[src/hw/rtl/cwvac_pkg.sv]
`timescale 1ns / 1ps
`default_nettype none
// ---------------------------------------------------------------------------------------------
// Variant allele check package
// Shared widths, codes, walk state, queue item layout and nucleotide decoding.
// ---------------------------------------------------------------------------------------------
package cwvac_pkg;

   // Widths of cursors, sums and stream payloads
   localparam int POS_BITS       = 32;
   localparam int SUM_BITS       = ((POS_BITS > 32) ? POS_BITS : 32) + 1;
   localparam int REM_BITS       = 33;
   localparam int LEN_BITS       = 28;
   localparam int OFFSET_BITS    = 32;
   localparam int REQ_DATA_BITS  = 128;
   localparam int RSP_DATA_BITS  = 40;
   localparam int QUEUE_PTR_BITS = 2;
   localparam int QUEUE_DEPTH    = 1 << QUEUE_PTR_BITS;

   // Input item kinds carried on tuser
   localparam logic [1:0] ACTION_HEADER = 2'd0;
   localparam logic [1:0] ACTION_CIGAR  = 2'd1;
   localparam logic [1:0] ACTION_BASE   = 2'd2;

   // SAM cigar operation codes
   localparam logic [3:0] CIGAR_MATCH = 4'd0;
   localparam logic [3:0] CIGAR_INS   = 4'd1;
   localparam logic [3:0] CIGAR_DEL   = 4'd2;
   localparam logic [3:0] CIGAR_SKIP  = 4'd3;
   localparam logic [3:0] CIGAR_SOFT  = 4'd4;
   localparam logic [3:0] CIGAR_EQUAL = 4'd7;
   localparam logic [3:0] CIGAR_DIFF  = 4'd8;

   // Result support codes
   localparam logic [1:0] SUPPORT_UNKNOWN = 2'd0;
   localparam logic [1:0] SUPPORT_REF     = 2'd1;
   localparam logic [1:0] SUPPORT_ALT     = 2'd2;

   // Result reason codes
   localparam logic [2:0] REASON_NONE        = 3'd0;
   localparam logic [2:0] REASON_NOT_COVERED = 3'd1;
   localparam logic [2:0] REASON_IN_DELETION = 3'd2;
   localparam logic [2:0] REASON_LOW_QUALITY = 3'd3;
   localparam logic [2:0] REASON_NEITHER     = 3'd4;

   typedef enum logic [1:0] {
      KIND_HEADER,
      KIND_CIGAR,
      KIND_BASE
   } kind_type;

   // Cigar classes: align moves both cursors, read moves the read cursor,
   // gap moves the reference cursor
   typedef enum logic [1:0] {
      OPC_ALIGN,
      OPC_READ,
      OPC_GAP
   } op_class_type;

   typedef enum logic [2:0] {
      WALK_SEARCH,
      WALK_FOUND,
      WALK_CAPTURED,
      WALK_DELETION,
      WALK_INVALID,
      WALK_DONE
   } walk_type;

   // Classified item passed from front end to back end
   typedef struct packed {
      kind_type              kind;
      op_class_type          op_class;
      logic [LEN_BITS-1:0]   op_length;
      logic [REM_BITS-1:0]   remain;
      logic                  invalid_pos;
      logic [7:0]            ref_allele;
      logic [7:0]            alt_allele;
      logic [3:0]            base_code;
      logic [7:0]            base_quality;
      logic                  last;
   } item_type;

   typedef struct packed {
      logic full;
      logic empty;
   } queue_status_type;

   // Decode a 4-bit nucleotide code to its ASCII character
   function automatic logic [7:0] nt16_char(input logic [3:0] code);
      logic [7:0] c;
      case (code)
         4'd0:    c = "=";
         4'd1:    c = "A";
         4'd2:    c = "C";
         4'd3:    c = "M";
         4'd4:    c = "G";
         4'd5:    c = "R";
         4'd6:    c = "S";
         4'd7:    c = "V";
         4'd8:    c = "T";
         4'd9:    c = "W";
         4'd10:   c = "Y";
         4'd11:   c = "H";
         4'd12:   c = "K";
         4'd13:   c = "D";
         4'd14:   c = "B";
         default: c = "N";
      endcase
      return c;
   endfunction

endpackage
`default_nettype wire

[src/hw/rtl/cigar_walk_variant_allele_check.sv]
`timescale 1ns / 1ps
`default_nettype none
// Throughput: one input transaction per cycle while the queue has room; one walk step per
// cycle while the result register is free. A last base passes the queue, then the result
// register, before rsp_tvalid rises. The 4-entry queue takes input while rsp_tready stalls.
// Reset (synchronous): walk searching, cursors and alleles zero, min quality 0, queue empty.
// ---------------------------------------------------------------------------------------------
// Variant allele check by cigar walk
// Locates the read base at a variant position and reports allele support per read.
// ---------------------------------------------------------------------------------------------
module cigar_walk_variant_allele_check (
   input  logic                                clock,
   input  logic                                reset,
   input  logic                                csr_write_en,
   input  logic [7:0]                          csr_write_data,
   input  logic                                req_tvalid,
   output logic                                req_tready,
   // align_start[30:0], snv_position[62:31], ref_allele[70:63], alt_allele[78:71],
   // op_code[82:79], op_length[110:83], base_code[114:111], base_quality[122:115]
   input  logic [cwvac_pkg::REQ_DATA_BITS-1:0] req_tdata,
   // action[1:0]
   input  logic [1:0]                          req_tuser,
   input  logic                                req_tlast,
   output logic                                rsp_tvalid,
   input  logic                                rsp_tready,
   // support[1:0], reason[4:2], seq_offset[36:5]
   output logic [cwvac_pkg::RSP_DATA_BITS-1:0] rsp_tdata
);

   logic                                keep;
   logic                                q_push;
   logic                                q_pop;
   cwvac_pkg::item_type                 front_item;
   cwvac_pkg::item_type                 q_item;
   cwvac_pkg::queue_status_type         q_status;

   // Accept while the queue has room; drop items without effect
   assign req_tready = !q_status.full;
   assign q_push     = req_tvalid && req_tready && keep;

   cwvac_front u_front (
      .req_data   (req_tdata),
      .req_action (req_tuser),
      .req_last   (req_tlast),
      .keep       (keep),
      .item       (front_item)
   );

   cwvac_queue u_queue (
      .clock     (clock),
      .reset     (reset),
      .push      (q_push),
      .push_item (front_item),
      .pop       (q_pop),
      .pop_item  (q_item),
      .status    (q_status)
   );

   cwvac_back u_back (
      .clock          (clock),
      .reset          (reset),
      .csr_write_en   (csr_write_en),
      .csr_write_data (csr_write_data),
      .q_status       (q_status),
      .q_item         (q_item),
      .q_pop          (q_pop),
      .rsp_tvalid     (rsp_tvalid),
      .rsp_tready     (rsp_tready),
      .rsp_tdata      (rsp_tdata)
   );

   // Never push into a full queue
   assert property (@(posedge clock) disable iff (reset) q_status.full |-> !q_push)
      else $error("push into full queue");

   // Never pop an empty queue
   assert property (@(posedge clock) disable iff (reset) q_pop |-> !q_status.empty)
      else $error("pop from empty queue");

   // A new result follows a popped last base
   assert property (@(posedge clock) disable iff (reset)
      $rose(rsp_tvalid) |-> $past(q_pop && (q_item.kind == cwvac_pkg::KIND_BASE) && q_item.last))
      else $error("result without last base");

   // Uncovered and deleted positions carry no offset
   assert property (@(posedge clock) disable iff (reset)
      (rsp_tvalid && ((rsp_tdata[4:2] == cwvac_pkg::REASON_NOT_COVERED)
                      || (rsp_tdata[4:2] == cwvac_pkg::REASON_IN_DELETION)))
      |-> (rsp_tdata[36:5] == '0))
      else $error("offset set for uncovered position");

endmodule
`default_nettype wire

[src/hw/rtl/cwvac_front.sv]
`timescale 1ns / 1ps
`default_nettype none
// ---------------------------------------------------------------------------------------------
// Variant allele check front end
// Unpacks an incoming transaction, classifies it and prepares the header arithmetic.
// ---------------------------------------------------------------------------------------------
module cwvac_front (
   input  logic [cwvac_pkg::REQ_DATA_BITS-1:0] req_data,
   input  logic [1:0]                          req_action,
   input  logic                                req_last,
   output logic                                keep,
   output cwvac_pkg::item_type                 item
);

   logic [30:0]                         align_start;
   logic [31:0]                         snv_position;
   logic [7:0]                          ref_allele;
   logic [7:0]                          alt_allele;
   logic [3:0]                          op_code;
   logic [cwvac_pkg::LEN_BITS-1:0]      op_length;
   logic [3:0]                          base_code;
   logic [7:0]                          base_quality;
   logic [30:0]                         target_pos;

   // Unpack payload fields
   assign align_start  = req_data[30:0];
   assign snv_position = req_data[62:31];
   assign ref_allele   = req_data[70:63];
   assign alt_allele   = req_data[78:71];
   assign op_code      = req_data[82:79];
   assign op_length    = req_data[110:83];
   assign base_code    = req_data[114:111];
   assign base_quality = req_data[122:115];

   // Convert the 1-based position to 0-based
   assign target_pos = snv_position[30:0] - 31'd1;

   // Classify and drop items that have no effect
   always_comb begin
      item              = '0;
      keep              = 1'b0;
      item.op_length    = op_length;
      item.ref_allele   = ref_allele;
      item.alt_allele   = alt_allele;
      item.base_code    = base_code;
      item.base_quality = base_quality;
      item.last         = req_last;
      item.invalid_pos  = (snv_position == 32'd0) || snv_position[31];
      item.remain       = cwvac_pkg::REM_BITS'(target_pos)
                          - cwvac_pkg::REM_BITS'(align_start);
      case (req_action)
         cwvac_pkg::ACTION_HEADER: begin
            keep      = 1'b1;
            item.kind = cwvac_pkg::KIND_HEADER;
         end
         cwvac_pkg::ACTION_CIGAR: begin
            item.kind = cwvac_pkg::KIND_CIGAR;
            case (op_code)
               cwvac_pkg::CIGAR_MATCH, cwvac_pkg::CIGAR_EQUAL, cwvac_pkg::CIGAR_DIFF: begin
                  keep          = 1'b1;
                  item.op_class = cwvac_pkg::OPC_ALIGN;
               end
               cwvac_pkg::CIGAR_INS, cwvac_pkg::CIGAR_SOFT: begin
                  keep          = 1'b1;
                  item.op_class = cwvac_pkg::OPC_READ;
               end
               cwvac_pkg::CIGAR_DEL, cwvac_pkg::CIGAR_SKIP: begin
                  keep          = 1'b1;
                  item.op_class = cwvac_pkg::OPC_GAP;
               end
               default: begin
                  // hard clip, pad and unknown codes do nothing
                  keep = 1'b0;
               end
            endcase
         end
         cwvac_pkg::ACTION_BASE: begin
            keep      = 1'b1;
            item.kind = cwvac_pkg::KIND_BASE;
         end
         default: begin
            keep = 1'b0;
         end
      endcase
   end

endmodule
`default_nettype wire

[src/hw/rtl/cwvac_queue.sv]
`timescale 1ns / 1ps
`default_nettype none
// ---------------------------------------------------------------------------------------------
// Variant allele check item queue
// Short first-in first-out buffer that decouples the front end from the back end.
// ---------------------------------------------------------------------------------------------
module cwvac_queue (
   input  logic                          clock,
   input  logic                          reset,
   input  logic                          push,
   input  cwvac_pkg::item_type           push_item,
   input  logic                          pop,
   output cwvac_pkg::item_type           pop_item,
   output cwvac_pkg::queue_status_type   status
);

   cwvac_pkg::item_type                   mem_ff [cwvac_pkg::QUEUE_DEPTH];
   logic [cwvac_pkg::QUEUE_PTR_BITS-1:0]  wr_ptr_ff, wr_ptr_in;
   logic [cwvac_pkg::QUEUE_PTR_BITS-1:0]  rd_ptr_ff, rd_ptr_in;
   logic [cwvac_pkg::QUEUE_PTR_BITS:0]    count_ff, count_in;

   // Report fill status
   assign status.full  = (count_ff == (cwvac_pkg::QUEUE_PTR_BITS + 1)'(cwvac_pkg::QUEUE_DEPTH));
   assign status.empty = (count_ff == '0);
   assign pop_item     = mem_ff[rd_ptr_ff];

   // Advance pointers and count
   always_comb begin
      wr_ptr_in = push ? wr_ptr_ff + 1'b1 : wr_ptr_ff;
      rd_ptr_in = pop ? rd_ptr_ff + 1'b1 : rd_ptr_ff;
      count_in  = count_ff;
      if (push && !pop) begin
         count_in = count_ff + 1'b1;
      end else if (!push && pop) begin
         count_in = count_ff - 1'b1;
      end
   end

   always_ff @(posedge clock) begin
      if (reset) begin
         wr_ptr_ff <= '0;
         rd_ptr_ff <= '0;
         count_ff  <= '0;
      end else begin
         wr_ptr_ff <= wr_ptr_in;
         rd_ptr_ff <= rd_ptr_in;
         count_ff  <= count_in;
      end
   end

   // Store the pushed item
   always_ff @(posedge clock) begin
      if (push) begin
         mem_ff[wr_ptr_ff] <= push_item;
      end
   end

endmodule
`default_nettype wire

[src/hw/rtl/cwvac_back.sv]
`timescale 1ns / 1ps
`default_nettype none
// ---------------------------------------------------------------------------------------------
// Variant allele check back end
// Walks the cigar, captures the base at the variant offset and registers the result.
// ---------------------------------------------------------------------------------------------
module cwvac_back (
   input  logic                                clock,
   input  logic                                reset,
   input  logic                                csr_write_en,
   input  logic [7:0]                          csr_write_data,
   input  cwvac_pkg::queue_status_type         q_status,
   input  cwvac_pkg::item_type                 q_item,
   output logic                                q_pop,
   output logic                                rsp_tvalid,
   input  logic                                rsp_tready,
   output logic [cwvac_pkg::RSP_DATA_BITS-1:0] rsp_tdata
);

   cwvac_pkg::walk_type                  walk_ff, walk_in;
   logic [cwvac_pkg::REM_BITS-1:0]       remain_ff, remain_in;
   logic [cwvac_pkg::POS_BITS-1:0]       seq_ff, seq_in;
   logic [cwvac_pkg::POS_BITS-1:0]       toff_ff, toff_in;
   logic [cwvac_pkg::POS_BITS-1:0]       count_ff, count_in;
   logic [7:0]                           ref_ff, ref_in;
   logic [7:0]                           alt_ff, alt_in;
   logic [3:0]                           cap_code_ff, cap_code_in;
   logic [7:0]                           cap_qual_ff, cap_qual_in;
   logic [7:0]                           min_qual_ff, min_qual_in;
   logic                                 rsp_valid_ff, rsp_valid_in;
   logic [1:0]                           support_ff, support_in;
   logic [2:0]                           reason_ff, reason_in;
   logic [cwvac_pkg::OFFSET_BITS-1:0]    offset_ff, offset_in;

   logic                                 is_header, is_cigar, is_base;
   logic [cwvac_pkg::REM_BITS-1:0]       remain_diff;
   logic                                 hit;
   logic                                 capture_now;
   logic                                 result_load;
   logic [cwvac_pkg::POS_BITS-1:0]       hit_offset;
   logic [cwvac_pkg::POS_BITS-1:0]       seq_plus_len;
   logic [cwvac_pkg::POS_BITS-1:0]       count_next;
   logic [3:0]                           eff_code;
   logic [7:0]                           eff_qual;
   logic [7:0]                           eff_char;

   // Clamp a widened sum to the cursor range
   function automatic logic [cwvac_pkg::POS_BITS-1:0] sat_pos(
      input logic [cwvac_pkg::SUM_BITS-1:0] s
   );
      logic [cwvac_pkg::POS_BITS-1:0] r;
      if (|s[cwvac_pkg::SUM_BITS-1:cwvac_pkg::POS_BITS]) begin
         r = '1;
      end else begin
         r = s[cwvac_pkg::POS_BITS-1:0];
      end
      return r;
   endfunction

   // Pop when the result register can take a transaction
   assign q_pop     = !q_status.empty && (!rsp_valid_ff || rsp_tready);
   assign is_header = q_pop && (q_item.kind == cwvac_pkg::KIND_HEADER);
   assign is_cigar  = q_pop && (q_item.kind == cwvac_pkg::KIND_CIGAR);
   assign is_base   = q_pop && (q_item.kind == cwvac_pkg::KIND_BASE);

   // Distance to the variant; once negative the position lies behind the cursor
   assign remain_diff  = remain_ff - cwvac_pkg::REM_BITS'(q_item.op_length);
   assign hit          = !remain_ff[cwvac_pkg::REM_BITS-1] && remain_diff[cwvac_pkg::REM_BITS-1];
   assign hit_offset   = sat_pos(cwvac_pkg::SUM_BITS'(seq_ff)
                                 + cwvac_pkg::SUM_BITS'(remain_ff[cwvac_pkg::REM_BITS-2:0]));
   assign seq_plus_len = sat_pos(cwvac_pkg::SUM_BITS'(seq_ff)
                                 + cwvac_pkg::SUM_BITS'(q_item.op_length));
   assign count_next   = (&count_ff) ? count_ff : count_ff + cwvac_pkg::POS_BITS'(1);
   assign capture_now  = is_base && (walk_ff == cwvac_pkg::WALK_FOUND) && (count_ff == toff_ff);

   // Walk state: next state
   always_comb begin
      walk_in = walk_ff;
      if (is_header) begin
         walk_in = q_item.invalid_pos ? cwvac_pkg::WALK_INVALID : cwvac_pkg::WALK_SEARCH;
      end else if (is_cigar && (walk_ff == cwvac_pkg::WALK_SEARCH) && hit) begin
         case (q_item.op_class)
            cwvac_pkg::OPC_ALIGN: walk_in = cwvac_pkg::WALK_FOUND;
            cwvac_pkg::OPC_GAP:   walk_in = cwvac_pkg::WALK_DELETION;
            default:              walk_in = walk_ff;
         endcase
      end else if (is_base && (walk_ff != cwvac_pkg::WALK_DONE)) begin
         if (q_item.last) begin
            walk_in = cwvac_pkg::WALK_DONE;
         end else if (capture_now) begin
            walk_in = cwvac_pkg::WALK_CAPTURED;
         end
      end
   end

   // Walk state: result outputs
   always_comb begin
      result_load = is_base && (walk_ff != cwvac_pkg::WALK_DONE) && q_item.last;
      eff_code    = capture_now ? q_item.base_code : cap_code_ff;
      eff_qual    = capture_now ? q_item.base_quality : cap_qual_ff;
      eff_char    = cwvac_pkg::nt16_char(eff_code);
      support_in  = cwvac_pkg::SUPPORT_UNKNOWN;
      reason_in   = cwvac_pkg::REASON_NOT_COVERED;
      offset_in   = '0;
      if (walk_ff == cwvac_pkg::WALK_DELETION) begin
         reason_in = cwvac_pkg::REASON_IN_DELETION;
      end else if ((walk_ff == cwvac_pkg::WALK_CAPTURED) || capture_now) begin
         offset_in = cwvac_pkg::OFFSET_BITS'(toff_ff);
         if (eff_qual < min_qual_ff) begin
            reason_in = cwvac_pkg::REASON_LOW_QUALITY;
         end else if (eff_char == alt_ff) begin
            support_in = cwvac_pkg::SUPPORT_ALT;
            reason_in  = cwvac_pkg::REASON_NONE;
         end else if (eff_char == ref_ff) begin
            support_in = cwvac_pkg::SUPPORT_REF;
            reason_in  = cwvac_pkg::REASON_NONE;
         end else begin
            reason_in = cwvac_pkg::REASON_NEITHER;
         end
      end
      if (result_load) begin
         rsp_valid_in = 1'b1;
      end else if (rsp_tready) begin
         rsp_valid_in = 1'b0;
      end else begin
         rsp_valid_in = rsp_valid_ff;
      end
   end

   // Cursor and capture datapath
   always_comb begin
      remain_in   = remain_ff;
      seq_in      = seq_ff;
      toff_in     = toff_ff;
      count_in    = count_ff;
      ref_in      = ref_ff;
      alt_in      = alt_ff;
      cap_code_in = cap_code_ff;
      cap_qual_in = cap_qual_ff;
      min_qual_in = csr_write_en ? csr_write_data : min_qual_ff;
      if (is_header) begin
         remain_in   = q_item.remain;
         seq_in      = '0;
         toff_in     = '0;
         count_in    = '0;
         ref_in      = q_item.ref_allele;
         alt_in      = q_item.alt_allele;
         cap_code_in = '0;
         cap_qual_in = '0;
      end else if (is_cigar && (walk_ff == cwvac_pkg::WALK_SEARCH)) begin
         case (q_item.op_class)
            cwvac_pkg::OPC_ALIGN: begin
               if (hit) begin
                  toff_in = hit_offset;
               end else begin
                  if (!remain_ff[cwvac_pkg::REM_BITS-1]) begin
                     remain_in = remain_diff;
                  end
                  seq_in = seq_plus_len;
               end
            end
            cwvac_pkg::OPC_READ: begin
               seq_in = seq_plus_len;
            end
            cwvac_pkg::OPC_GAP: begin
               if (!hit && !remain_ff[cwvac_pkg::REM_BITS-1]) begin
                  remain_in = remain_diff;
               end
            end
            default: begin
               seq_in = seq_ff;
            end
         endcase
      end else if (is_base && (walk_ff != cwvac_pkg::WALK_DONE)) begin
         count_in = count_next;
         if (capture_now) begin
            cap_code_in = q_item.base_code;
            cap_qual_in = q_item.base_quality;
         end
      end
   end

   always_ff @(posedge clock) begin
      if (reset) begin
         walk_ff      <= cwvac_pkg::WALK_SEARCH;
         remain_ff    <= '0;
         seq_ff       <= '0;
         toff_ff      <= '0;
         count_ff     <= '0;
         ref_ff       <= '0;
         alt_ff       <= '0;
         cap_code_ff  <= '0;
         cap_qual_ff  <= '0;
         min_qual_ff  <= '0;
         rsp_valid_ff <= 1'b0;
      end else begin
         walk_ff      <= walk_in;
         remain_ff    <= remain_in;
         seq_ff       <= seq_in;
         toff_ff      <= toff_in;
         count_ff     <= count_in;
         ref_ff       <= ref_in;
         alt_ff       <= alt_in;
         cap_code_ff  <= cap_code_in;
         cap_qual_ff  <= cap_qual_in;
         min_qual_ff  <= min_qual_in;
         rsp_valid_ff <= rsp_valid_in;
      end
   end

   // Hold the result payload until replaced
   always_ff @(posedge clock) begin
      if (result_load) begin
         support_ff <= support_in;
         reason_ff  <= reason_in;
         offset_ff  <= offset_in;
      end
   end

   assign rsp_tvalid = rsp_valid_ff;
   assign rsp_tdata  = cwvac_pkg::RSP_DATA_BITS'({offset_ff, reason_ff, support_ff});

endmodule
`default_nettype wire

[config.mk]
export PLATFORM = sky130hd
export DESIGN_NAME = cigar_walk_variant_allele_check
export DESIGN_NICKNAME = d
export VERILOG_FILES = /design/src/hw/rtl/cwvac_pkg.sv /design/src/hw/rtl/cigar_walk_variant_allele_check.sv /design/src/hw/rtl/cwvac_front.sv /design/src/hw/rtl/cwvac_queue.sv /design/src/hw/rtl/cwvac_back.sv
export SDC_FILE = /design/constraint.sdc
export NUM_CORES = 1
export LEC_CHECK = 0
export BUFFER_PORTS_ARGS = -buffer_cell sky130_fd_sc_hd__clkbuf_2
export CAP_MARGIN = 20
export CORE_MARGIN = 4
export CORE_UTILIZATION = 40
export DETAILED_ROUTE_END_ITERATION = 10
export GPL_TIMING_DRIVEN = 0
export PLACE_DENSITY = 0.52
export SYNTH_ARGS = -nofsm -noshare
export SYNTH_HDL_FRONTEND = slang
export SYNTH_SLANG_ARGS = --single-unit
[constraint.sdc]
create_clock -name clock -period 16.6 [get_ports clock]
set_input_delay 1.66 -clock clock [delete_from_list [all_inputs] [get_ports clock]]
set_output_delay 1.66 -clock clock [all_outputs]
set_load 0.05 [all_outputs]
==> results.toml, run 1 <==
[cts]
h-tree-depth = 3
cts_tree = "yes"
cts_resized = 0
clockRootBuffer = "clkbuf_16"
holdBufCountCts = 0
cts.sinks = 591
numCtsBuffers = 66
post-cts-setup-buffer-count = 0
clk_path_buf_depth = 3
clkTransAtPathRegs_ps = 60
clk_latency_ps = 620

[logic_synthesis]
synthAdderAreaFrac_pct = 6.22
synth_edf_count = 413
synth_compound_area_share_pct = 12.5
async_flop_share_pct = 0
synth_xor_area_share_pct = 5.85
yosysUniqueCellTypes = 81
synth_top_flop_cell = "edfxtp_1"
synth-seq-area-share_pct = 54.4
synthMuxAreaShare_pct = 8.43
synth-simple-area-share_pct = 9.78
syn_avg_cell_area_um2 = 12.1
synth_cells = 2421
synth.cell_area_um2 = 29400
ys_ff_latch = 591
synth_top_family_by_area = "compound AO/OA/AOI/OAI gates"
ys_warn_count = 0

[power]
p_leak_nw = 12.8
pwr_density_cell_nw_per_um2 = 158
irDropWorstVdd_v = 0.0000732
finalPower_mw = 5.36

[grt]
grt_use_total_pct = 18.6
grt_pass1_wl_mm = 113
antenna_found_initial = 5
grt_pass1_vias = 19800
grt_start_max_net_pins = 50
grt-ovfl-total = 0

[run]
drv_cap = 0

[sta]
finalCriticalPeriod_ps = 9000
setup-violations-final = 0
drv_slew = 0
fin_skew_ps = 29.9
hold_viol_final = 0
setup_slack_ps = 7600
post-route-period-util_pct = 54.2
max-slew-margin-rel_pct = 33.1
fin_hold_ws_ps = 453
rsz0062_at_grt = "no"
max_slew.worst_pin.slew_ps = 1000
setup_tns_ps = 0
max_freq_ghz = 0.111

[route]
vias = 19700
routed_wl_mm = 73.0
drt-pass1-iter-count = 5
ant_nets = 0
drc = 0
viasPerCell = 5.33
drt-initial-drc-count = 1245
wire_per_inst_um = 19.8

[setup_path]
ff2ff_setup_slack_ps = 7600
cp-endpoint = "u_back.remain_ff[15]$_SDFFE_PP0P_"
ff2ff_path_depth = 26
slowest_stage = "clkbuf_1"
critPathRequiredTime_ps = 17060
crit_path_max_fanout = 10
cp_slowest_stage_delay_ps = 800
crit_path_frequent_cell = "buf_1"
criticalPathCategory = "reg -> reg"
arrival_ps = 9460
end_kind = "flip-flop"
start_kind = "flip-flop"
r2r_end = "u_back.remain_ff[15]$_SDFFE_PP0P_"

[final_layout]
seq_area_um2 = 16000
finalNonFillerCells = 3689
fillers = 6667
drive_gt1_share_pct = 16.0
multiInputGateArea_um2 = 12600
fin_nets = 2965
area_growth_pct = 15.7

[placed_design]
detailedPlace.worstSlack_ps = 7020
dpl.hpwl_mm = 55.4
place_congestion = 0.874
place_inst = 3568
port_buffers = 175

[floorplan]
start_util_pct = 40.3
die_area_um2 = 77800
core_um2 = 72800
die_w_um = 279
io_pins = 186
num_rows = 99
die_h_um = 279

[run_status]
status = "finished clean"

[min_path]
min_path_type = "reg -> reg"
worstHoldPathCells = 2
-- cells in the final DEF (no fill, tap or decap), drive strengths merged, types with 33 or more instances in the layout --
| cell type | synthesis | routed |
|---|---|---|
| edfxtp | 413 | 413 |
| clkbuf | 66 | 315 |
| a21oi | 182 | 182 |
| dfxtp | 178 | 178 |
| nor2 | 177 | 177 |
| ha | 138 | 138 |
| inv | 121 | 124 |
| o21ai | 122 | 122 |
| nand2 | 122 | 122 |
| xnor2 | 108 | 108 |
| mux4 | 94 | 94 |
| xor2 | 88 | 88 |
| a21o | 69 | 69 |
| nor2b | 50 | 50 |
| buf | 25 | 37 |
| a211oi | 35 | 35 |
| nand3 | 33 | 33 |
-- report_power, final --
part / internal, mW / switching, mW / total [mW]
combinational: 0.775 / 1.18 / 1.96
clock: 0.928 / 0.603 / 1.53
sequential: 1.75 / 0.120 / 1.87
-- Yosys cell counts, types with 27 or more instances --
library cell	number	share of area, %
a21oi_1	182	3.1
nor3_1	27	0.46
xor2_1	88	2.6
o21ai_0	122	2.1
nand3_1	32	0.55
inv_1	121	1.5
a21o_1	69	1.8
clkbuf_1	66	0.84
edfxtp_1	413	42
o21a_1	31	0.79
ha_1	138	5.9
a211oi_1	35	0.89
xnor2_1	108	3.2
nor2b_1	50	1.1
nor2_1	177	2.3
dfxtp_1	178	12
mux4_2	94	7.2
nand2_1	122	1.6
-- sequential cells by signal, indices dropped and copies added (netlist names), 4 cells and up, named ones only --
signal / count
u_back.cap_code_ff: 4
u_back.cap_qual_ff: 8
u_queue.mem_ff: 376
u_back.ref_ff: 8
u_back.seq_ff: 32
u_back.toff_ff: 32
u_back.remain_ff: 33
u_back.min_qual_ff: 8
u_back.alt_ff: 8
u_back.count_ff: 32
u_back.offset_ff: 32
-- worst max-delay path, delay by kind of cell (launching register included) --
| kind | cells | cell delay [ps] |
|---|---|---|
| multiplexers | 1 | 660 |
| adder cells (fa/ha/maj) | 3 | 850 |
| AND/OR/NAND/NOR | 5 | 720 |
| buffers and inverters | 9 | 4100 |
| flip-flops | 1 | 300 |
| AO/OA/AOI/OAI | 8 | 2160 |
-- metal layers --
| metal | global-route usage (%) | share of wire, % | up-vias |
|---|---|---|---|
| li1 | - | - | 9598 |
| met1 | 25.5 | 46 | 9507 |
| met2 | 30.2 | 46 | 442 |
| met3 | 2.94 | 4.9 | 105 |
| met4 | 6.43 | 2.9 | 6 |
| met5 | 0 | 0.056 | - |
-- cell families (layout without fill, tap and decap cells) --
family	Yosys count	in the layout
flip-flops	591	591
AND/OR/NAND/NOR	571	571
adder cells (fa/ha/maj)	143	143
other	1	5
buffers and inverters	212	517
multiplexers	127	127
AO/OA/AOI/OAI	580	580
XOR/XNOR	196	196
-- worst min-delay path by stage --
stage | start | end | slack (ps)
4_1_cts | u_back.ref_ff[7]$_SDFFE_PP0P_ | u_back.ref_ff[7]$_SDFFE_PP0P_ | 460
6_report | u_back.ref_ff[7]$_SDFFE_PP0P_ | u_back.ref_ff[7]$_SDFFE_PP0P_ | 450
3_5_place_dp | u_back.ref_ff[7]$_SDFFE_PP0P_ | u_back.ref_ff[7]$_SDFFE_PP0P_ | 450
2_1_floorplan | u_back.ref_ff[7]$_SDFFE_PP0P_ | u_back.ref_ff[7]$_SDFFE_PP0P_ | 430
5_1_grt | u_back.alt_ff[7]$_SDFFE_PP0P_ | u_back.alt_ff[7]$_SDFFE_PP0P_ | 490
3_3_place_gp | u_back.ref_ff[7]$_SDFFE_PP0P_ | u_back.ref_ff[7]$_SDFFE_PP0P_ | 450
-- through the flow --
stage / utilization (%) / cell area, µm²
2_1_floorplan: - / 29400
3_3_place_gp: 43.2 / 31400
3_5_place_dp: 43.5 / 31700
4_1_cts: 46.6 / 34000
5_1_grt: 46.6 / 34000
6_report: 46.7 / 34000
-- layout make-up --
type / instances / area share, %
Sequential cell: 591 / 47.0
Multi-Input combinational cell: 1620 / 37.0
Clock buffer: 74 / 4.95
Tap cell: 959 / 3.53
Timing Repair Buffer: 187 / 3.23
Clock inverter: 44 / 1.82
Inverter: 121 / 1.34
Buffer: 91 / 1.10
Antenna cell: 2 / 0.0147
Power figures use the tool's default switching activity.
==> inputs of run 2 (changes only) <==
Settings changed: PLACE_DENSITY 0.52 to 0.55.
Clock period 16.6 ns to 7.6 ns, I/O delays scaled along.
==> run 2 against run 1 <==
Compared with the run above:
- register-to-register slack lost 7000 ps
- sequential power grew 120%
- clock skew grew 42 ps
- die area is the same
- count of clock-buffer cells in the layout is the same
- total power grew 110%
- largest power group unchanged
==> results.toml, run 2 (synthesis results as in run 1) <==
[placed_design]
dpl.hpwl_mm = 54.6
place_congestion = 0.878
placed_area_um2 = 31600
port_buffers = 175
detailedPlace.worstSlack_ps = -2010
place_inst = 3566

[power]
p_clk_share_pct = 27.3
seq_power_share_pct = 35.5
switching_share_pct = 35.9
power_switching_mw = 4.13
combPwrFrac_pct = 37.2
pwr_density_cell_nw_per_um2 = 340
p_int_mw = 7.38
p_leak_nw = 12.7
irDropWorstVdd_v = 0.000236

[setup_path]
criticalPathCategory = "reg -> reg"
cpLargestDelayFamily = "buffers and inverters"
crit_path_max_fanout = 10
crit_path_frequent_cell = "clkbuf_2"
slowest_stage = "clkdlybuf4s15_2"
crit_path_cell_trace = "clkdlybuf4s15_2 -> buf_2 -> clkbuf_2 -> clkbuf_2 -> mux4_2 -> ha_1 -> fa_1 -> nor2b_1 -> o2111ai_1 -> nand3_1 -> nand3_1 -> a21o_1 -> a211oi_2 -> o21ai_0 -> nand2_1 -> or3_1 -> inv_1 -> ha_1 -> o22ai_1 -> a21oi_1 -> a21oi_2 -> clkbuf_2 -> buf_1 -> a211oi_1"
worst-path-buf-inv = 7
start_kind = "flip-flop"
arrival_ps = 7480
critPathRequiredTime_ps = 8060
cp_slowest_stage_delay_ps = 500
end_kind = "flip-flop"

[run]
drv_cap = 0

[final_layout]
fin_nets = 2955
largest_reg_flops = 376
top_regs = "u_queue.mem_ff x376, u_back.remain_ff x33"
finalInstanceArea_um2 = 33800
final_cell_mix = "413 x edfxtp_1, 181 x a21oi_1, 180 x clkbuf_2"
fillers = 6677
area_growth_pct = 15.2
top_register = "u_queue.mem_ff"
drive_gt1_share_pct = 16.1
final_common_cell = "edfxtp_1"
finalNonFillerCells = 3683

[cts]
clockRootBuffer = "clkbuf_16"
clk_latency_ps = 660
h-tree-depth = 2
clk_path_buf_depth = 3
numCtsBuffers = 60
cts_tree = "yes"
cts.sinks = 591
clkTransAtPathRegs_ps = 60

[route]
viasPerCell = 5.33
ant_nets = 0
routed_wl_mm = 72.2
drt-pass1-iter-count = 5
vias = 19600
drc = 0
drt-initial-drc-count = 1195
wire_per_inst_um = 19.6

[run_status]
status = "finished clean"

[floorplan]
die_area_um2 = 77800
num_rows = 99
start_util_pct = 40.3
die_h_um = 279
die_w_um = 279
core_um2 = 72800
io_pins = 186

[sta]
max-slew-margin-rel_pct = 28.8
fin_skew_ps = 71.8
max_slew.worst_pin.slew_ps = 1070
setup_slack_ps = 576
drv_slew = 0
max_freq_ghz = 0.142
post-route-period-util_pct = 92.4
finalCriticalPeriod_ps = 7020
setup-violations-final = 0
hold_viol_final = 0
rsz0062_at_grt = "no"
setup_tns_ps = 0
fin_hold_ws_ps = 314

[min_path]
min_path_type = "in -> reg"

[grt]
grt_start_max_net_pins = 55
grt-ovfl-total = 0
grt_use_total_pct = 18.3
grt_pass1_wl_mm = 112
antenna_found_initial = 6
grt_pass1_vias = 19500
-- run 2: changes by cell type in the layout (fill, tap and decap cells not counted), sizes merged, moves of 3 or more --
cell,before,now
clkinv,27,22
clkbuf,315,319
buf,37,27
diode,2,5
-- run 2: area by class of cell --
cell class              count  area [µm²]  area share [%]
clock buffers              74        1620            4.78
plain buffers              90         402            1.19
repair buffers            184        1040            3.09
inverters                 121         454            1.34
diodes                      5        12.5          0.0370
well taps                 959        1200            3.55
flip-flops and latches    591       16000            47.2
multi-input cells        1620       12600            37.2
clock inverters            39         526            1.55
-- run 2: final timing paths --
check                                startpoint                                end  slack, ps  cells past startpoint
setup / recovery                      flip-flop  u_back.remain_ff[16]$_SDFFE_PP0P_        580                     24
hold reg to reg   u_back.alt_ff[7]$_SDFFE_PP0P_      u_back.alt_ff[7]$_SDFFE_PP0P_        460                      2
hold / removal                    req_tdata[70]    u_queue.mem_ff[2][28]$_DFFE_PP_        310                      1
setup reg to reg                      flip-flop  u_back.remain_ff[16]$_SDFFE_PP0P_        580                     24
-- run 2: power by group through the flow --
stage	Sequential [mW]	Combinational, mW	Clock [mW]
after global placement	4.16	4.18	0
after floorplan	4.14	3.02	0
after CTS	4.08	4.29	3.21
after detailed placement	4.15	4.26	0
final	4.09	4.29	3.14
after global routing	4.12	4.73	3.34
-- run 2: worst register-to-register path, delay by kind of cell (launching register included) --
| family | cells | cell delay, ps |
|---|---|---|
| compound gates | 8 | 1800 |
| fa+ha+maj | 3 | 880 |
| buf+inv | 7 | 2590 |
| flops | 1 | 410 |
| mux | 1 | 440 |
| simple gates | 5 | 730 |
-- run 2: layer usage --
metal / wire length, µm / GRT usage, % / up-vias
met5: 21 / 0 / -
met4: 1770 / 4.80 / 4
met3: 3280 / 2.93 / 96
met2: 33900 / 30.3 / 447
met1: 33300 / 25.1 / 9499
li1: - / - / 9600
-- run 2: repair_timing --
item                                    in CTS  in global routing
endpoints found under the setup margin     100                 93
setup buffers                                0                  0
resized for setup                           14                  8
pin swaps                                    0                  0
hold buffers                                 0                  0
-- run 2: per-stage QoR --
stage	utilization (%)	power (mW)
finish	46.4	11.5
global route	46.4	12.2
CTS	46.4	11.6
detailed placement	43.4	8.41
global placement	43.2	8.34
floorplan	-	7.15
